[src/hw/rtl/aavr_pkg.sv]
// Package for the axis-angle vector rotation block.
// Word types, pipeline latencies and the CORDIC arctangent table.
// No dependencies.
package aavr_pkg;

   localparam int NORM_LAT   = 9;
   localparam int SQRT_LAT   = 32;
   localparam int DIV_LAT    = 31;
   localparam int MAT_LAT    = 7;
   localparam int TABLE_LEN  = 30;
   localparam int CORDIC_LAT = TABLE_LEN + 1;
   localparam int PIPE_LAT   = NORM_LAT + SQRT_LAT + DIV_LAT + MAT_LAT;

   localparam logic signed [33:0] Q30_ONE   = 34'sh040000000;
   localparam logic signed [33:0] HALF_TURN = 34'sh080000000;
   localparam logic signed [33:0] INV_GAIN  = 34'sh026DD3B6A;

   localparam logic [31:0] ATAN_TURN [TABLE_LEN] = '{
      32'h20000000, 32'h12E4051E, 32'h09FB385B, 32'h051111D4, 32'h028B0D43,
      32'h0145D7E1, 32'h00A2F61E, 32'h00517C55, 32'h0028BE53, 32'h00145F2F,
      32'h000A2F98, 32'h000517CC, 32'h00028BE6, 32'h000145F3, 32'h0000A2FA,
      32'h0000517D, 32'h000028BE, 32'h0000145F, 32'h00000A30, 32'h00000518,
      32'h0000028C, 32'h00000146, 32'h000000A3, 32'h00000051, 32'h00000029,
      32'h00000014, 32'h0000000A, 32'h00000005, 32'h00000003, 32'h00000001
   };

   typedef struct packed {
      logic signed [31:0] vec_x;
      logic signed [31:0] vec_y;
      logic signed [31:0] vec_z;
      logic signed [31:0] axis_x;
      logic signed [31:0] axis_y;
      logic signed [31:0] axis_z;
      logic [15:0]        turn_angle;
   } req_type;

   typedef struct packed {
      logic signed [31:0] out_x;
      logic signed [31:0] out_y;
      logic signed [31:0] out_z;
      logic               saturated;
   } rsp_type;

   typedef struct packed {
      logic signed [31:0] x;
      logic signed [31:0] y;
      logic signed [31:0] z;
   } vec_type;

   // normalized axis magnitudes, signs and zero-axis flag
   typedef struct packed {
      logic [2:0][31:0] mag;
      logic [2:0]       neg;
      logic             zero;
   } axis_side_type;

endpackage

[src/hw/rtl/aavr_cordic.sv]
// Rotation-mode CORDIC for cosine and sine, one iteration per stage.
// Depends on aavr_pkg.
module aavr_cordic
   import aavr_pkg::*;
#(
   parameter int STEPS = 16
) (
   input  logic               clock,
   input  logic               enable,
   input  logic [15:0]        angle_in,
   output logic signed [33:0] x_out,
   output logic signed [33:0] y_out,
   output logic               flip_out
);

   logic signed [33:0] x_ff    [CORDIC_LAT];
   logic signed [33:0] y_ff    [CORDIC_LAT];
   logic signed [33:0] z_ff    [CORDIC_LAT];
   logic               flip_ff [CORDIC_LAT];
   logic signed [33:0] z_in;

   assign z_in = {{2{angle_in[15]}}, angle_in, 16'h0000};

   // fold left half plane by a half turn
   always_ff @(posedge clock) begin
      if (enable) begin
         x_ff[0] <= INV_GAIN;
         y_ff[0] <= '0;
         if (z_in >= Q30_ONE) begin
            z_ff[0]    <= z_in - HALF_TURN;
            flip_ff[0] <= 1'b1;
         end else if (z_in < -Q30_ONE) begin
            z_ff[0]    <= z_in + HALF_TURN;
            flip_ff[0] <= 1'b1;
         end else begin
            z_ff[0]    <= z_in;
            flip_ff[0] <= 1'b0;
         end
      end
   end

   for (genvar g = 1; g < CORDIC_LAT; g++) begin : g_stage
      if (g - 1 < STEPS) begin : g_iter
         logic signed [33:0] dx;
         logic signed [33:0] dy;
         logic signed [33:0] at;
         assign dx = y_ff[g-1] >>> (g - 1);
         assign dy = x_ff[g-1] >>> (g - 1);
         assign at = $signed({2'b00, ATAN_TURN[g-1]});
         always_ff @(posedge clock) begin
            if (enable) begin
               flip_ff[g] <= flip_ff[g-1];
               if (!z_ff[g-1][33]) begin
                  x_ff[g] <= x_ff[g-1] - dx;
                  y_ff[g] <= y_ff[g-1] + dy;
                  z_ff[g] <= z_ff[g-1] - at;
               end else begin
                  x_ff[g] <= x_ff[g-1] + dx;
                  y_ff[g] <= y_ff[g-1] - dy;
                  z_ff[g] <= z_ff[g-1] + at;
               end
            end
         end
      end else begin : g_hold
         always_ff @(posedge clock) begin
            if (enable) begin
               flip_ff[g] <= flip_ff[g-1];
               x_ff[g]    <= x_ff[g-1];
               y_ff[g]    <= y_ff[g-1];
               z_ff[g]    <= z_ff[g-1];
            end
         end
      end
   end

   assign x_out    = x_ff[CORDIC_LAT-1];
   assign y_out    = y_ff[CORDIC_LAT-1];
   assign flip_out = flip_ff[CORDIC_LAT-1];

endmodule

[config.mk]
export PLATFORM = sky130hd
export DESIGN_NAME = aavr_cordic
export DESIGN_NICKNAME = d
export VERILOG_FILES = /design/src/hw/rtl/aavr_pkg.sv /design/src/hw/rtl/aavr_cordic.sv
export SDC_FILE = /design/constraint.sdc
export NUM_CORES = 2
export LEC_CHECK = 0
export CAP_MARGIN = 20
export CORE_MARGIN = 4
export CORE_UTILIZATION = 67
export CTS_BUF_LIST = sky130_fd_sc_hd__clkbuf_4 sky130_fd_sc_hd__clkbuf_8
export DETAILED_ROUTE_END_ITERATION = 10
export DONT_BUFFER_PORTS = 1
export PLACE_DENSITY = 0.93
export SYNTH_ARGS = -nofsm -noshare
export SYNTH_HDL_FRONTEND = slang
export SYNTH_SLANG_ARGS = --single-unit
[constraint.sdc]
create_clock -name clock -period 6.3 [get_ports clock]
set_input_delay 0.63 -clock clock [delete_from_list [all_inputs] [get_ports clock]]
set_output_delay 0.63 -clock clock [all_outputs]
set_load 0.01 [all_outputs]
==> results of run 1 <==
-- cells by family after synthesis --
group,synth area share
compound gates,0.164
xor+xnor,0.107
fa+ha+maj,0.120
buf+inv,0.0199
flops,0.483
mux,0.00713
simple gates,0.0988
-- synth_stat cells (27+ instances only) --
master / n
a2111oi_0: 39
a211o_1: 27
a211oi_1: 84
a21boi_0: 41
a21o_1: 648
a21oi_1: 1297
a221oi_1: 32
a31oi_1: 101
and2_1: 55
and3_1: 121
buf_1: 31
buf_4: 34
clkbuf_1: 151
edfxtp_1: 2429
fa_1: 42
ha_1: 1380
inv_1: 536
mux2_2: 44
mux2i_1: 58
nand2_1: 648
nand2b_1: 187
nand3_1: 203
nand4_1: 80
nor2_1: 921
nor2b_1: 178
nor3_1: 303
nor3b_1: 28
nor4_1: 91
o211ai_1: 47
o21a_1: 213
o21ai_0: 591
o21ai_1: 71
o21bai_1: 179
o31ai_1: 118
o41ai_1: 65
or2_2: 48
or3_1: 76
or4_1: 40
xnor2_1: 1246
xor2_1: 603
-- stage by stage --
| stage | std cells | area [um^2] |
|---|---|---|
| floorplan | 13476 | 151000 |
| global placement | 19084 | 175000 |
| detailed placement | 19084 | 175000 |
| CTS | 19800 | 184000 |
-- layer usage --
layer / global-route usage / GRT overflow
met1: 0.613 / 272
met3: 0.513 / 256
met2: 0.809 / 1012
met5: 0.354 / 26
met4: 0.627 / 537
-- what timing repair did --
action,4_1_cts
hold endpoints to repair,47
cloned,7
hold buffers,18
endpoints found under the setup margin,350
==> flow_metrics.tcl, run 1 <==
set metrics [dict create \
    start_util 0.676 \
    cts-root-buf "clkbuf_8" \
    async_flop_share 0 \
    place_worst_setup_slack_ns -2.42 \
    chipWidth_um 483 \
    error "[ERROR GRT-0116] Global routing finished with congestion. Check the congestion regions in the DRC Viewer." \
    gp_congestion 1.02 \
    synth_top_area_frac 0.483 \
    dp_hpwl_um 345000 \
    grt_max_degree 277 \
    synth_top_cells_by_area "edfxtp_1 48%, ha_1 11%, xnor2_1 7.2%, a21oi_1 4.3%, xor2_1 3.5%" \
    syn_area_mm2 0.151 \
    gr-total-overflow 2103 \
    failed_stage "global routing" \
    ys_seq_area_frac 0.483 \
    cts_sinks 2429 \
    post_cts_buffers 0 \
    grt_usage 0.642 \
    ctsResizeCount 0 \
    synth_nets 14916 \
    netlist_instances 13476 \
    grt_pass1_wl_um 1110000 \
    ys_seq_elements 2429 \
    synth.avg_cell_area_um2 11.2 \
    cts.path.max_buffers 4 \
    synth.distinct_cells 108 \
    rows 173 \
    cts_buffers 395 \
    yosys_warnings 0 \
    portBuffers 0 \
    status "did not finish" \
    synth_edf_count 2429 \
    grt_pass1_vias 167554 \
    synth_flop_cell "edfxtp_1" \
    htreeDepth 5 \
    yosysTopAreaCell "edfxtp_1" \
    ios 87 \
    die_h_um 483 \
]
==> run 2: changes to the inputs <==
- CORE_UTILIZATION: 67 -> 40
- CTS_BUF_LIST: sky130_fd_sc_hd__clkbuf_4 sky130_fd_sc_hd__clkbuf_8 -> unset
- PLACE_DENSITY: 0.93 -> unset
- PLACE_DENSITY_LB_ADDON: unset -> 0.15
==> flow_metrics.tcl, run 2 <==
set metrics [dict create \
    die_h_um 622 \
    fmax_ghz 0.173 \
    dp_cells 21675 \
    ctsResizeCount 0 \
    final_common_cell "buf_4" \
    dp_hpwl_um 293000 \
    fin_util 0.512 \
    drc 0 \
    arrival_ns 6.39 \
    core_mm2 0.376 \
    gp_congestion 0.886 \
    synth_top_area_frac 0.483 \
    r2r_setup_slack_ns 0.90 \
    grt_usage 0.191 \
    reg_top3 "y_ff (987), x_ff (960), z_ff (451)" \
    portBuffers 0 \
    cts-root-buf "clkbuf_16" \
    vias_per_cell 5.06 \
    grt_max_degree 197 \
    ios 87 \
    async_flop_share 0 \
    num-fill-cells 33914 \
    path_class "in2reg" \
    first_pass_iters 7 \
    start_util 0.402 \
    critPathRequiredTime_ns 6.90 \
    hold_viol 0 \
    cts_buffers 284 \
    gr-total-overflow 0 \
    synth_nets 14916 \
    cp-start-kind "input port" \
    syn_area_mm2 0.151 \
    chipWidth_um 622 \
    synth_top_cells_by_area "edfxtp_1 48%, ha_1 11%, xnor2_1 7.2%, a21oi_1 4.3%, xor2_1 3.5%" \
    grt_pass1_vias 111714 \
    r2r-end "y_ff[0][271]" \
    fin_crit_sh 0.919 \
    r2r_start "x_ff[6][7]" \
    cp-end-kind "register" \
    yosys_warnings 0 \
    tightest_slew_ns 1.01 \
    tritoncts "built" \
    relSlewSlack 0.325 \
    reg2reg_depth 23 \
    largest_register_ffs 987 \
    die_area_mm2 0.387 \
    area_delta_synth_final_pct 27.4 \
    yosys-top-cells-count "2429 x edfxtp_1, 1380 x ha_1, 1297 x a21oi_1" \
    grt_pass1_wl_um 601000 \
    rows 225 \
    setup_viol_count_final 0 \
    clk_latency_ns 0.94 \
    htreeDepth 5 \
    hp-start "enable" \
    drt-total-wl_um 378000 \
    ys_seq_elements 2429 \
    post_cts_buffers 0 \
    vias 112335 \
    netlist_instances 13476 \
    yosysTopAreaCell "edfxtp_1" \
    instances_no_fill 22217 \
    drive_gt1_frac 0.234 \
    cp_max_fo 110 \
    min_period_ns 5.79 \
    ys_seq_area_frac 0.483 \
    min_path_type "in2reg" \
    ant_nets 0 \
    fin_skew_ns 0.0753 \
    synth.avg_cell_area_um2 11.2 \
    hold_end "x_ff[23][14]" \
    startpoint "enable" \
    synth_edf_count 2429 \
    synth_flop_cell "edfxtp_1" \
    antenna_found_initial 13 \
    wire_per_inst_um 17.0 \
    cts.reportedPaths.clkPinSlew_ns 0.06 \
    cts_sinks 2429 \
    cts.path.max_buffers 4 \
    final_cell_mix "3396 x buf_4, 2429 x edfxtp_1, 1380 x ha_1" \
    status "complete, no violations" \
    drv_cap 0 \
    top_register "y_ff" \
    yosysMostFrequentCell "edfxtp_1" \
    fin_nets 18436 \
    drt_iter0_markers 5718 \
    whs_path_depth 1 \
    rsz0062_at_grt "no" \
    synth.distinct_cells 108 \
    maxSlewViolCount 0 \
]
[run 2: worst max-delay path by stage]
stage,end,slack (ns),cells past startpoint
after floorplan,x_ff[5][32],0.90,20
after global placement,y_ff[0][124],-3.16,23
after detailed placement,y_ff[0][124],-3.26,23
after CTS,y_ff[0][124],0.07,23
after global routing,x_ff[6][30],0.16,23
final,x_ff[6][30],0.51,22
[run 2: routing by layer]
metal	wire, um	share of wire	global-route usage
met1	162000	0.43	0.234
met2	194000	0.51	0.355
met3	11200	0.030	0.0173
met4	10400	0.027	0.0516
met5	9	0.000024	0
[run 2: critical path, cell delays in order]
cell       delay, ns
buf_16          0.28
buf_16          0.40
buf_16          0.37
buf_16          0.35
nand2_2         0.08
buf_4           0.17
nand2_1         0.06
o21ai_0         0.14
fa_1            0.45
a21o_1          0.18
a21oi_1         0.19
o21ai_1         0.13
a2111oi_0       0.62
buf_4           0.23
nor3b_1         0.08
o31ai_1         0.34
buf_4           0.18
o31ai_1         0.09
a21oi_1         0.31
o21ai_1         0.13
a41oi_1         0.28
xnor2_1         0.10
[run 2: cell type report]
class	instances	area [um^2]	area share
diodes	6	15.0	0.0000781
clock buffers	337	7410	0.0386
clock inverters	170	1900	0.00987
inverters	546	2050	0.0107
multi-input cells	10282	75000	0.390
flip-flops and latches	2429	72900	0.379
well taps	4994	6250	0.0325
repair buffers	3453	26700	0.139
[run 2: repair_timing]
item | CTS | global route
setup endpoints to repair | 508 | 46
hold buffers | 17 | 0
hold endpoints to repair | 18 | 0
cloned | 9 | 3
[run 2: kinds of logic after synthesis]
group,synth area share
compound gates,0.164
xor+xnor,0.107
fa+ha+maj,0.120
buf+inv,0.0199
flops,0.483
mux,0.00713
simple gates,0.0988
[run 2: metrics by stage]
step	setup WS, ns	TNS (ns)	cell area (um^2)	hold slack [ns]
final	0.512	0	192000	0.176
after global routing	0.159	0	192000	0.121
after CTS	0.0653	0	192000	0.168
after detailed placement	-3.26	-1131.13	182000	0.405
after global placement	-3.16	-1071.20	182000	0.400
after floorplan	0.903	0	151000	0.400
Power of run 2 is not shown: default switching activity piles up to over one toggle a cycle in this logic, so the estimate is an artifact.
